===== src/hdl/bol_pkg.sv =====
// Shared types and codes for the bounded ordered list.
// No dependencies; used by bol_ram and bounded_ordered_list.
package bol_pkg;

    // One stored list entry / request value
    typedef logic signed [31:0] t_word;

    typedef logic [2:0] t_action;
    typedef logic [1:0] t_status;

    localparam t_action ACT_APPEND = 3'd0;
    localparam t_action ACT_HEAD   = 3'd1;
    localparam t_action ACT_SEARCH = 3'd2;
    localparam t_action ACT_DELETE = 3'd3;
    localparam t_action ACT_SUM    = 3'd4;

    localparam t_status ST_OK       = 2'd0;
    localparam t_status ST_NOTFOUND = 2'd1;
    localparam t_status ST_FULL     = 2'd2;

endpackage


===== src/hdl/bol_ram.sv =====
// Entry store for the bounded ordered list: one write port, one read port,
// registered read data. Depends on bol_pkg for the entry type.
module bol_ram #(
    parameter int DEPTH = 16,
    parameter int AW    = 4
) (
    input  logic             i_clk,
    input  logic             i_we,
    input  logic [AW-1:0]    i_waddr,
    input  bol_pkg::t_word   i_wdata,
    input  logic             i_re,
    input  logic [AW-1:0]    i_raddr,
    output bol_pkg::t_word   o_rdata
);

    bol_pkg::t_word r_mem [DEPTH];
    bol_pkg::t_word r_rdata;

    always_ff @(posedge i_clk) begin
        if (i_we) begin
            r_mem[i_waddr] <= i_wdata;
        end
    end

    always_ff @(posedge i_clk) begin
        if (i_re) begin
            r_rdata <= r_mem[i_raddr];
        end
    end

    assign o_rdata = r_rdata;

endmodule


===== src/hdl/bounded_ordered_list.sv =====
// Bounded ordered list: sequencer, length and running-sum registers.
// Depends on bol_pkg (types, codes) and bol_ram (entry store).
//
//   channel  dir  tdata (low bit up)                       tuser
//   s        in   value[31:0]                              action[2:0]
//   m        out  position, total[31:0], entry_count, pad  status[1:0]
//
// Append, sum and refused inserts go from accept straight to the done state.
// Head insert, search and delete walk the entries (delete scans to the match,
// then closes up the tail) through the entry store's single read port, one
// entry read per cycle.
// Reset (synchronous, active low) empties the list and clears the sum; the
// entry store is not cleared, only entries below the length are ever read.
// A request is taken only while the sequencer is idle; a finished result
// waiting on the m side does not block the next request, but that request
// holds in the done state until the output register frees up.
module bounded_ordered_list #(
    parameter int CAPACITY = 16
) (
    input  logic i_clk,
    input  logic i_rst_n,

    input  logic        i_s_tvalid,
    output logic        o_s_tready,
    input  logic [31:0] i_s_tdata,   // value (signed)
    input  logic [2:0]  i_s_tuser,   // action

    output logic                                     o_m_tvalid,
    input  logic                                     i_m_tready,
    // position, total, entry_count, zero pad (from bit 0 up)
    output logic [((2*$clog2(CAPACITY+1)+32+7)/8)*8-1:0] o_m_tdata,
    output logic [1:0]                               o_m_tuser   // status
);

    localparam int LW  = $clog2(CAPACITY + 1);           // length / position width
    localparam int AW  = (CAPACITY > 1) ? $clog2(CAPACITY) : 1;
    localparam int TDW = ((2*LW + 32 + 7) / 8) * 8;

    // Sequencer states
    localparam logic [2:0] S_IDLE = 3'd0;
    localparam logic [2:0] S_SCAN = 3'd1;  // walk entries looking for a match
    localparam logic [2:0] S_SHUP = 3'd2;  // move entries one slot toward the tail
    localparam logic [2:0] S_SHDN = 3'd3;  // close up after a delete
    localparam logic [2:0] S_DONE = 3'd4;  // hand the result to the output register

    logic [2:0]               r_state, n_state;
    logic [LW-1:0]            r_len, n_len;
    bol_pkg::t_word           r_sum, n_sum;
    bol_pkg::t_action         r_act, n_act;
    bol_pkg::t_word           r_val, n_val;
    logic [AW-1:0]            r_idx, n_idx;     // next read address
    logic                     r_more, n_more;   // reads still to issue
    logic                     r_pend, n_pend;   // read data arrives this cycle
    logic [AW-1:0]            r_pidx, n_pidx;   // address of arriving data
    bol_pkg::t_status         r_status, n_status;
    logic [LW-1:0]            r_pos, n_pos;

    logic                     r_ovalid, n_ovalid;
    bol_pkg::t_status         r_ostatus, n_ostatus;
    logic [LW-1:0]            r_opos, n_opos;
    bol_pkg::t_word           r_ototal, n_ototal;
    logic [LW-1:0]            r_ocount, n_ocount;

    logic                     rd_en;
    logic [AW-1:0]            rd_addr;
    bol_pkg::t_word           rd_data;
    logic                     wr_en;
    logic [AW-1:0]            wr_addr;
    bol_pkg::t_word           wr_data;

    logic                     full;
    logic [LW-1:0]            len_m1;
    logic                     idx_last;
    logic                     pidx_last;

    bol_ram #(
        .DEPTH (CAPACITY),
        .AW    (AW)
    ) u_ram (
        .i_clk   (i_clk),
        .i_we    (wr_en),
        .i_waddr (wr_addr),
        .i_wdata (wr_data),
        .i_re    (rd_en),
        .i_raddr (rd_addr),
        .o_rdata (rd_data)
    );

    assign full      = (r_len == LW'(CAPACITY));
    assign len_m1    = r_len - LW'(1);
    assign idx_last  = (LW'(r_idx) == len_m1);
    assign pidx_last = (LW'(r_pidx) == len_m1);

    assign o_s_tready = (r_state == S_IDLE);

    always_comb begin
        n_state  = r_state;
        n_len    = r_len;
        n_sum    = r_sum;
        n_act    = r_act;
        n_val    = r_val;
        n_idx    = r_idx;
        n_more   = r_more;
        n_pend   = 1'b0;
        n_pidx   = r_pidx;
        n_status = r_status;
        n_pos    = r_pos;

        n_ovalid  = r_ovalid && !i_m_tready;
        n_ostatus = r_ostatus;
        n_opos    = r_opos;
        n_ototal  = r_ototal;
        n_ocount  = r_ocount;

        rd_en   = 1'b0;
        rd_addr = r_idx;
        wr_en   = 1'b0;
        wr_addr = '0;
        wr_data = r_val;

        unique case (r_state)
            S_IDLE: begin
                if (i_s_tvalid) begin
                    n_act    = i_s_tuser;
                    n_val    = i_s_tdata;
                    n_status = bol_pkg::ST_OK;
                    n_pos    = '0;
                    n_state  = S_DONE;
                    unique case (i_s_tuser)
                        bol_pkg::ACT_APPEND: begin
                            if (full) begin
                                n_status = bol_pkg::ST_FULL;
                            end else begin
                                // Write straight at the tail slot
                                wr_en   = 1'b1;
                                wr_addr = r_len[AW-1:0];
                                wr_data = i_s_tdata;
                                n_len   = r_len + LW'(1);
                                n_sum   = r_sum + i_s_tdata;
                            end
                        end
                        bol_pkg::ACT_HEAD: begin
                            if (full) begin
                                n_status = bol_pkg::ST_FULL;
                            end else if (r_len == '0) begin
                                wr_en   = 1'b1;
                                wr_addr = '0;
                                wr_data = i_s_tdata;
                                n_len   = r_len + LW'(1);
                                n_sum   = r_sum + i_s_tdata;
                            end else begin
                                // Shift from the tail end downward
                                n_idx   = AW'(len_m1);
                                n_more  = 1'b1;
                                n_state = S_SHUP;
                            end
                        end
                        bol_pkg::ACT_SEARCH, bol_pkg::ACT_DELETE: begin
                            if (r_len == '0) begin
                                n_status = bol_pkg::ST_NOTFOUND;
                            end else begin
                                n_idx   = '0;
                                n_more  = 1'b1;
                                n_state = S_SCAN;
                            end
                        end
                        default: begin
                            // Sum and unused codes only report the state
                        end
                    endcase
                end
            end

            S_SHUP: begin
                rd_en  = r_more;
                n_pend = r_more;
                n_pidx = r_idx;
                if (r_more) begin
                    if (r_idx == '0) begin
                        n_more = 1'b0;
                    end else begin
                        n_idx = r_idx - AW'(1);
                    end
                end
                if (r_pend) begin
                    wr_en   = 1'b1;
                    wr_addr = r_pidx + AW'(1);
                    wr_data = rd_data;
                end else if (!r_more) begin
                    // All entries moved: drop the new value at the head
                    wr_en   = 1'b1;
                    wr_addr = '0;
                    wr_data = r_val;
                    n_len   = r_len + LW'(1);
                    n_sum   = r_sum + r_val;
                    n_state = S_DONE;
                end
            end

            S_SCAN: begin
                rd_en  = r_more;
                n_pend = r_more;
                n_pidx = r_idx;
                if (r_more) begin
                    if (idx_last) begin
                        n_more = 1'b0;
                    end else begin
                        n_idx = r_idx + AW'(1);
                    end
                end
                if (r_pend) begin
                    if (rd_data == r_val) begin
                        // First match: drop the read already in flight
                        n_pend   = 1'b0;
                        n_more   = 1'b0;
                        n_pos    = LW'(r_pidx) + LW'(1);
                        n_status = bol_pkg::ST_OK;
                        n_state  = S_DONE;
                        if (r_act == bol_pkg::ACT_DELETE) begin
                            n_sum = r_sum - rd_data;
                            if (pidx_last) begin
                                n_len = len_m1;
                            end else begin
                                n_idx   = r_pidx + AW'(1);
                                n_more  = 1'b1;
                                n_state = S_SHDN;
                            end
                        end
                    end else if (!r_more) begin
                        n_status = bol_pkg::ST_NOTFOUND;
                        n_state  = S_DONE;
                    end
                end
            end

            S_SHDN: begin
                rd_en  = r_more;
                n_pend = r_more;
                n_pidx = r_idx;
                if (r_more) begin
                    if (idx_last) begin
                        n_more = 1'b0;
                    end else begin
                        n_idx = r_idx + AW'(1);
                    end
                end
                if (r_pend) begin
                    wr_en   = 1'b1;
                    wr_addr = r_pidx - AW'(1);
                    wr_data = rd_data;
                end else if (!r_more) begin
                    n_len   = len_m1;
                    n_state = S_DONE;
                end
            end

            S_DONE: begin
                // Hold until the output register is free
                if (!r_ovalid || i_m_tready) begin
                    n_ovalid  = 1'b1;
                    n_ostatus = r_status;
                    n_opos    = r_pos;
                    n_ototal  = r_sum;
                    n_ocount  = r_len;
                    n_state   = S_IDLE;
                end
            end

            default: begin
                n_state = S_IDLE;
            end
        endcase
    end

    always_ff @(posedge i_clk) begin
        if (!i_rst_n) begin
            r_state  <= S_IDLE;
            r_len    <= '0;
            r_sum    <= '0;
            r_more   <= 1'b0;
            r_pend   <= 1'b0;
            r_ovalid <= 1'b0;
        end else begin
            r_state  <= n_state;
            r_len    <= n_len;
            r_sum    <= n_sum;
            r_more   <= n_more;
            r_pend   <= n_pend;
            r_ovalid <= n_ovalid;
        end
    end

    always_ff @(posedge i_clk) begin
        r_act     <= n_act;
        r_val     <= n_val;
        r_idx     <= n_idx;
        r_pidx    <= n_pidx;
        r_status  <= n_status;
        r_pos     <= n_pos;
        r_ostatus <= n_ostatus;
        r_opos    <= n_opos;
        r_ototal  <= n_ototal;
        r_ocount  <= n_ocount;
    end

    assign o_m_tvalid = r_ovalid;
    assign o_m_tuser  = r_ostatus;
    assign o_m_tdata  = TDW'({r_ocount, r_ototal, r_opos});

`ifndef SYNTHESIS
    // The list never holds more than its capacity
    a_len_bound: assert property (@(posedge i_clk) disable iff (!i_rst_n)
        r_len <= LW'(CAPACITY))
        else $error("list length above capacity");

    // An accepted request always leaves the idle state
    a_accept_busy: assert property (@(posedge i_clk) disable iff (!i_rst_n)
        (i_s_tvalid && o_s_tready) |=> (r_state != S_IDLE))
        else $error("request accepted but sequencer stayed idle");

    // Walking states only run over a non-empty list
    a_walk_nonempty: assert property (@(posedge i_clk) disable iff (!i_rst_n)
        (r_state == S_SCAN || r_state == S_SHUP || r_state == S_SHDN) |-> (r_len != '0))
        else $error("entry walk on an empty list");
`endif

endmodule


===== config.mk =====
export PLATFORM = sky130hd
export DESIGN_NAME = bounded_ordered_list
export DESIGN_NICKNAME = d
export VERILOG_FILES = /design/src/hdl/bol_pkg.sv /design/src/hdl/bol_ram.sv /design/src/hdl/bounded_ordered_list.sv
export SDC_FILE = /design/constraint.sdc
export NUM_CORES = 1
export LEC_CHECK = 0
export ABC_AREA = 1
export BUFFER_PORTS_ARGS = -buffer_cell sky130_fd_sc_hd__buf_4
export CORE_AREA = 10 10 246 248
export CTS_BUF_LIST = sky130_fd_sc_hd__clkbuf_8
export DETAILED_ROUTE_END_ITERATION = 16
export DIE_AREA = 0 0 256 258
export PLACE_DENSITY = 0.77
export SYNTH_ARGS = -nofsm -noshare
export SYNTH_HDL_FRONTEND = slang
export SYNTH_SLANG_ARGS = --single-unit

===== constraint.sdc =====
create_clock -name i_clk -period 12.35 [get_ports i_clk]
set_input_delay 2.47 -clock i_clk [delete_from_list [all_inputs] [get_ports i_clk]]
set_output_delay 2.47 -clock i_clk [all_outputs]
set_load 0.05 [all_outputs]

==> flow_summary.json <==
{
  "crit_path_start_kind": "primary input",
  "synth-simple-area-share_pct": 15.4,
  "die_area_sq_um": 66000,
  "p_leak_uw": 0.0133,
  "r2r_cells": 22,
  "synth.distinct_cells": 57,
  "syn2layout_area_growth_pct": 10.3,
  "cts_buffers": 106,
  "async_flop_share_pct": 0,
  "ir_drop_v": 0.000164,
  "rows": 87,
  "drt_iter0_drc": 3008,
  "cts_tree": "done",
  "netlist.area_leader.share_pct": 58.1,
  "grt_pass1_vias": 24374,
  "coreArea_sq_um": 55700,
  "path_class": "in2reg",
  "root_buffer": "clkbuf_8",
  "maxSlewViolCount": 0,
  "die_w_um": 256,
  "drive_gt1_share_pct": 10.3,
  "antenna_found_initial": 2,
  "ioPinCount": 91,
  "finalNetCount": 3421,
  "whs_ns": 0.420,
  "antenna_cells": 0,
  "tns_ns": 0,
  "synth_area_leaders": "edfxtp_1 (58%), nand2_1 (5.6%), nor2_1 (5.3%)",
  "dp_hpwl_mm": 60.9,
  "start_util_pct": 59.2,
  "avgViaCountPerCell": 6.13,
  "cp.arrival_ns": 5.58,
  "drt_wl_total_mm": 92.7,
  "place_area_sq_um": 34300,
  "grt.total_usage_pct": 27.2,
  "clockBufferDepth": 3,
  "totalPowerFinal_uw": 6690,
  "min_path_type": "reg2reg",
  "cts_resized": 0,
  "ys_ff_latch": 681,
  "clk_pin_slew_worst_paths_ns": 0.06,
  "first_pass_iters": 6,
  "setup_viol": 0,
  "power_density_nw_per_um2": 184,
  "cp.required_ns": 12.66,
  "synth_top_family_by_area": "simple AND/OR/NAND/NOR gates",
  "synthFlopType": "edfxtp_1",
  "yosysSeqAreaShare_pct": 60.7,
  "slew_headroom_pct": 7.60,
  "syn_area_sq_um": 33000,
  "cts_sinks": 681,
  "final_core_util_pct": 65.3,
  "r2r_slack_ns": 7.46,
  "min_path_cells": 0,
  "vias": 25453,
  "ant_nets": 0,
  "status": "complete, no violations",
  "fin_area_sq_um": 36400,
  "synth_top_cell_by_area": "edfxtp_1",
  "grt_pass1_wl_mm": 141,
  "clk_latency_ns": 0.74,
  "place_congestion": 0.995,
  "io_buffers": 84,
  "post_drt_wl_per_cell_um": 22.3,
  "htree_levels": 3,
  "crit_path_max_fanout": 37,
  "post_cts_buffers": 0,
  "synth-edff-count": 638,
  "synthXorXnorAreaFrac_pct": 2.20,
  "synthMuxAreaShare_pct": 0.0303,
  "grt_setup_unrepaired": "false",
  "end_kind": "flip-flop",
  "worst_slew_pin_slew_ns": 1.39,
  "synthCells": 3237,
  "postCtsHoldBufs": 0,
  "drc": 0,
  "synth_warnings": 0,
  "synth-compound-area-share_pct": 14.0,
  "report.final.hold_viol_count": 0,
  "die_h_um": 258,
  "fin_crit_ns": 5.27,
  "maxCapViolations": 0,
  "syn_area_per_cell_sq_um": 10.2,
  "max_clock_freq_mhz": 190,
  "synthAdderAreaFrac_pct": 2.78,
  "overflow": 0,
  "period_share_pct": 42.7,
  "fin_skew_ns": 0.0448,
  "grt_max_degree": 204
}
cell usage after synthesis, types with 53 or more instances:
cell type and count:
nand3_1 172, inv_1 211, o221ai_1 82, o21ai_0 350, nor2_1 467, nand2_1 489
ha_1 70, edfxtp_1 638, o22ai_1 83, xor2_1 53, a21oi_1 129, clkbuf_1 123
power by group:
| group | internal (uW) | switching (uW) | leakage (uW) | total [uW] |
|---|---|---|---|---|
| Clock | 963 | 901 | 0.00119 | 1860 |
| Combinational | 534 | 1400 | 0.00595 | 1930 |
| Sequential | 2810 | 87.8 | 0.00615 | 2900 |
| Total | 4310 | 2380 | 0.0133 | 6690 |
layout by cell type, fill, tap and decap left out, types with 14 or more instances in the layout:
cell type / instances
xnor2_1: 30
clkinv_1: 18
dfxtp_1: 43
ha_1: 70
inv_2: 17
xor2_1: 53
clkinv_2: 14
o221ai_1: 80
o21ai_0: 350
inv_1: 246
edfxtp_1: 638
nor2_4: 24
o21bai_1: 20
buf_4: 121
nand3_1: 172
o211ai_1: 35
clkbuf_8: 114
nand2_1: 489
nand4_1: 25
nor2_1: 446
nor3_1: 37
o22ai_1: 83
a21oi_1: 129
flip-flops by register name, summed over array words and instances, names as in the netlist, 3 cells and up:
register	flops
r_pidx	4
r_opos	5
r_val	32
u_ram.r_mem	512
r_pos	5
r_state	3
r_ocount	5
r_len	5
r_ototal	32
r_idx	4
r_sum	32
u_ram.o_rdata	32
r_act	3
cell type report:
cell class	instances	area, sq um
clock buffers	114	1570
fillers	4307	19300
clock inverters	77	500
inverters	231	872
repair buffers	122	928
multi-input cells	2168	11600
flip-flops and latches	681	20000
well taps	756	946
path summary, 6_finish.rpt:
check | end | startpoint
hold reg to reg | r_opos[3] | r_pos[3]
setup reg to reg | r_sum[31] | r_val[0]
setup / recovery | u_ram.r_mem[1][25] | i_s_tvalid
hold / removal | r_opos[3] | r_pos[3]
routing by layer:
layer / up-vias / track usage, % / part of all wire, %
li1: 11709 / - / -
met1: 12187 / 35.1 / 39
met2: 1364 / 45.8 / 49
met3: 191 / 4.49 / 9.2
met4: 2 / 10.2 / 3.0
met5: - / 0 / 0.014
worst max-delay path, stage by stage:
cell	delay, ns
buf_4	0.12
clkinv_1	0.43
nor2_4	0.22
buf_4	0.45
nand2_1	0.18
inv_1	0.13
a32oi_1	0.17
inv_1	0.13
nand2_1	0.24
nor2_4	1.03
logic make-up after synthesis:
family          Yosys count
xor+xnor                 83
mux                       1
simple gates           1230
other cells               1
flops                   681
fa+ha+maj                72
compound gates          776
buf+inv                 393
per-stage QoR:
step,setup WS [ns],instances
5_1_grt,6.87,4149
3_3_place_gp,6.47,3956
2_1_floorplan,5.69,3242
4_1_cts,7.12,4147
6_report,7.08,4149
3_5_place_dp,6.37,3956
(Power assumes the default switching activity.)
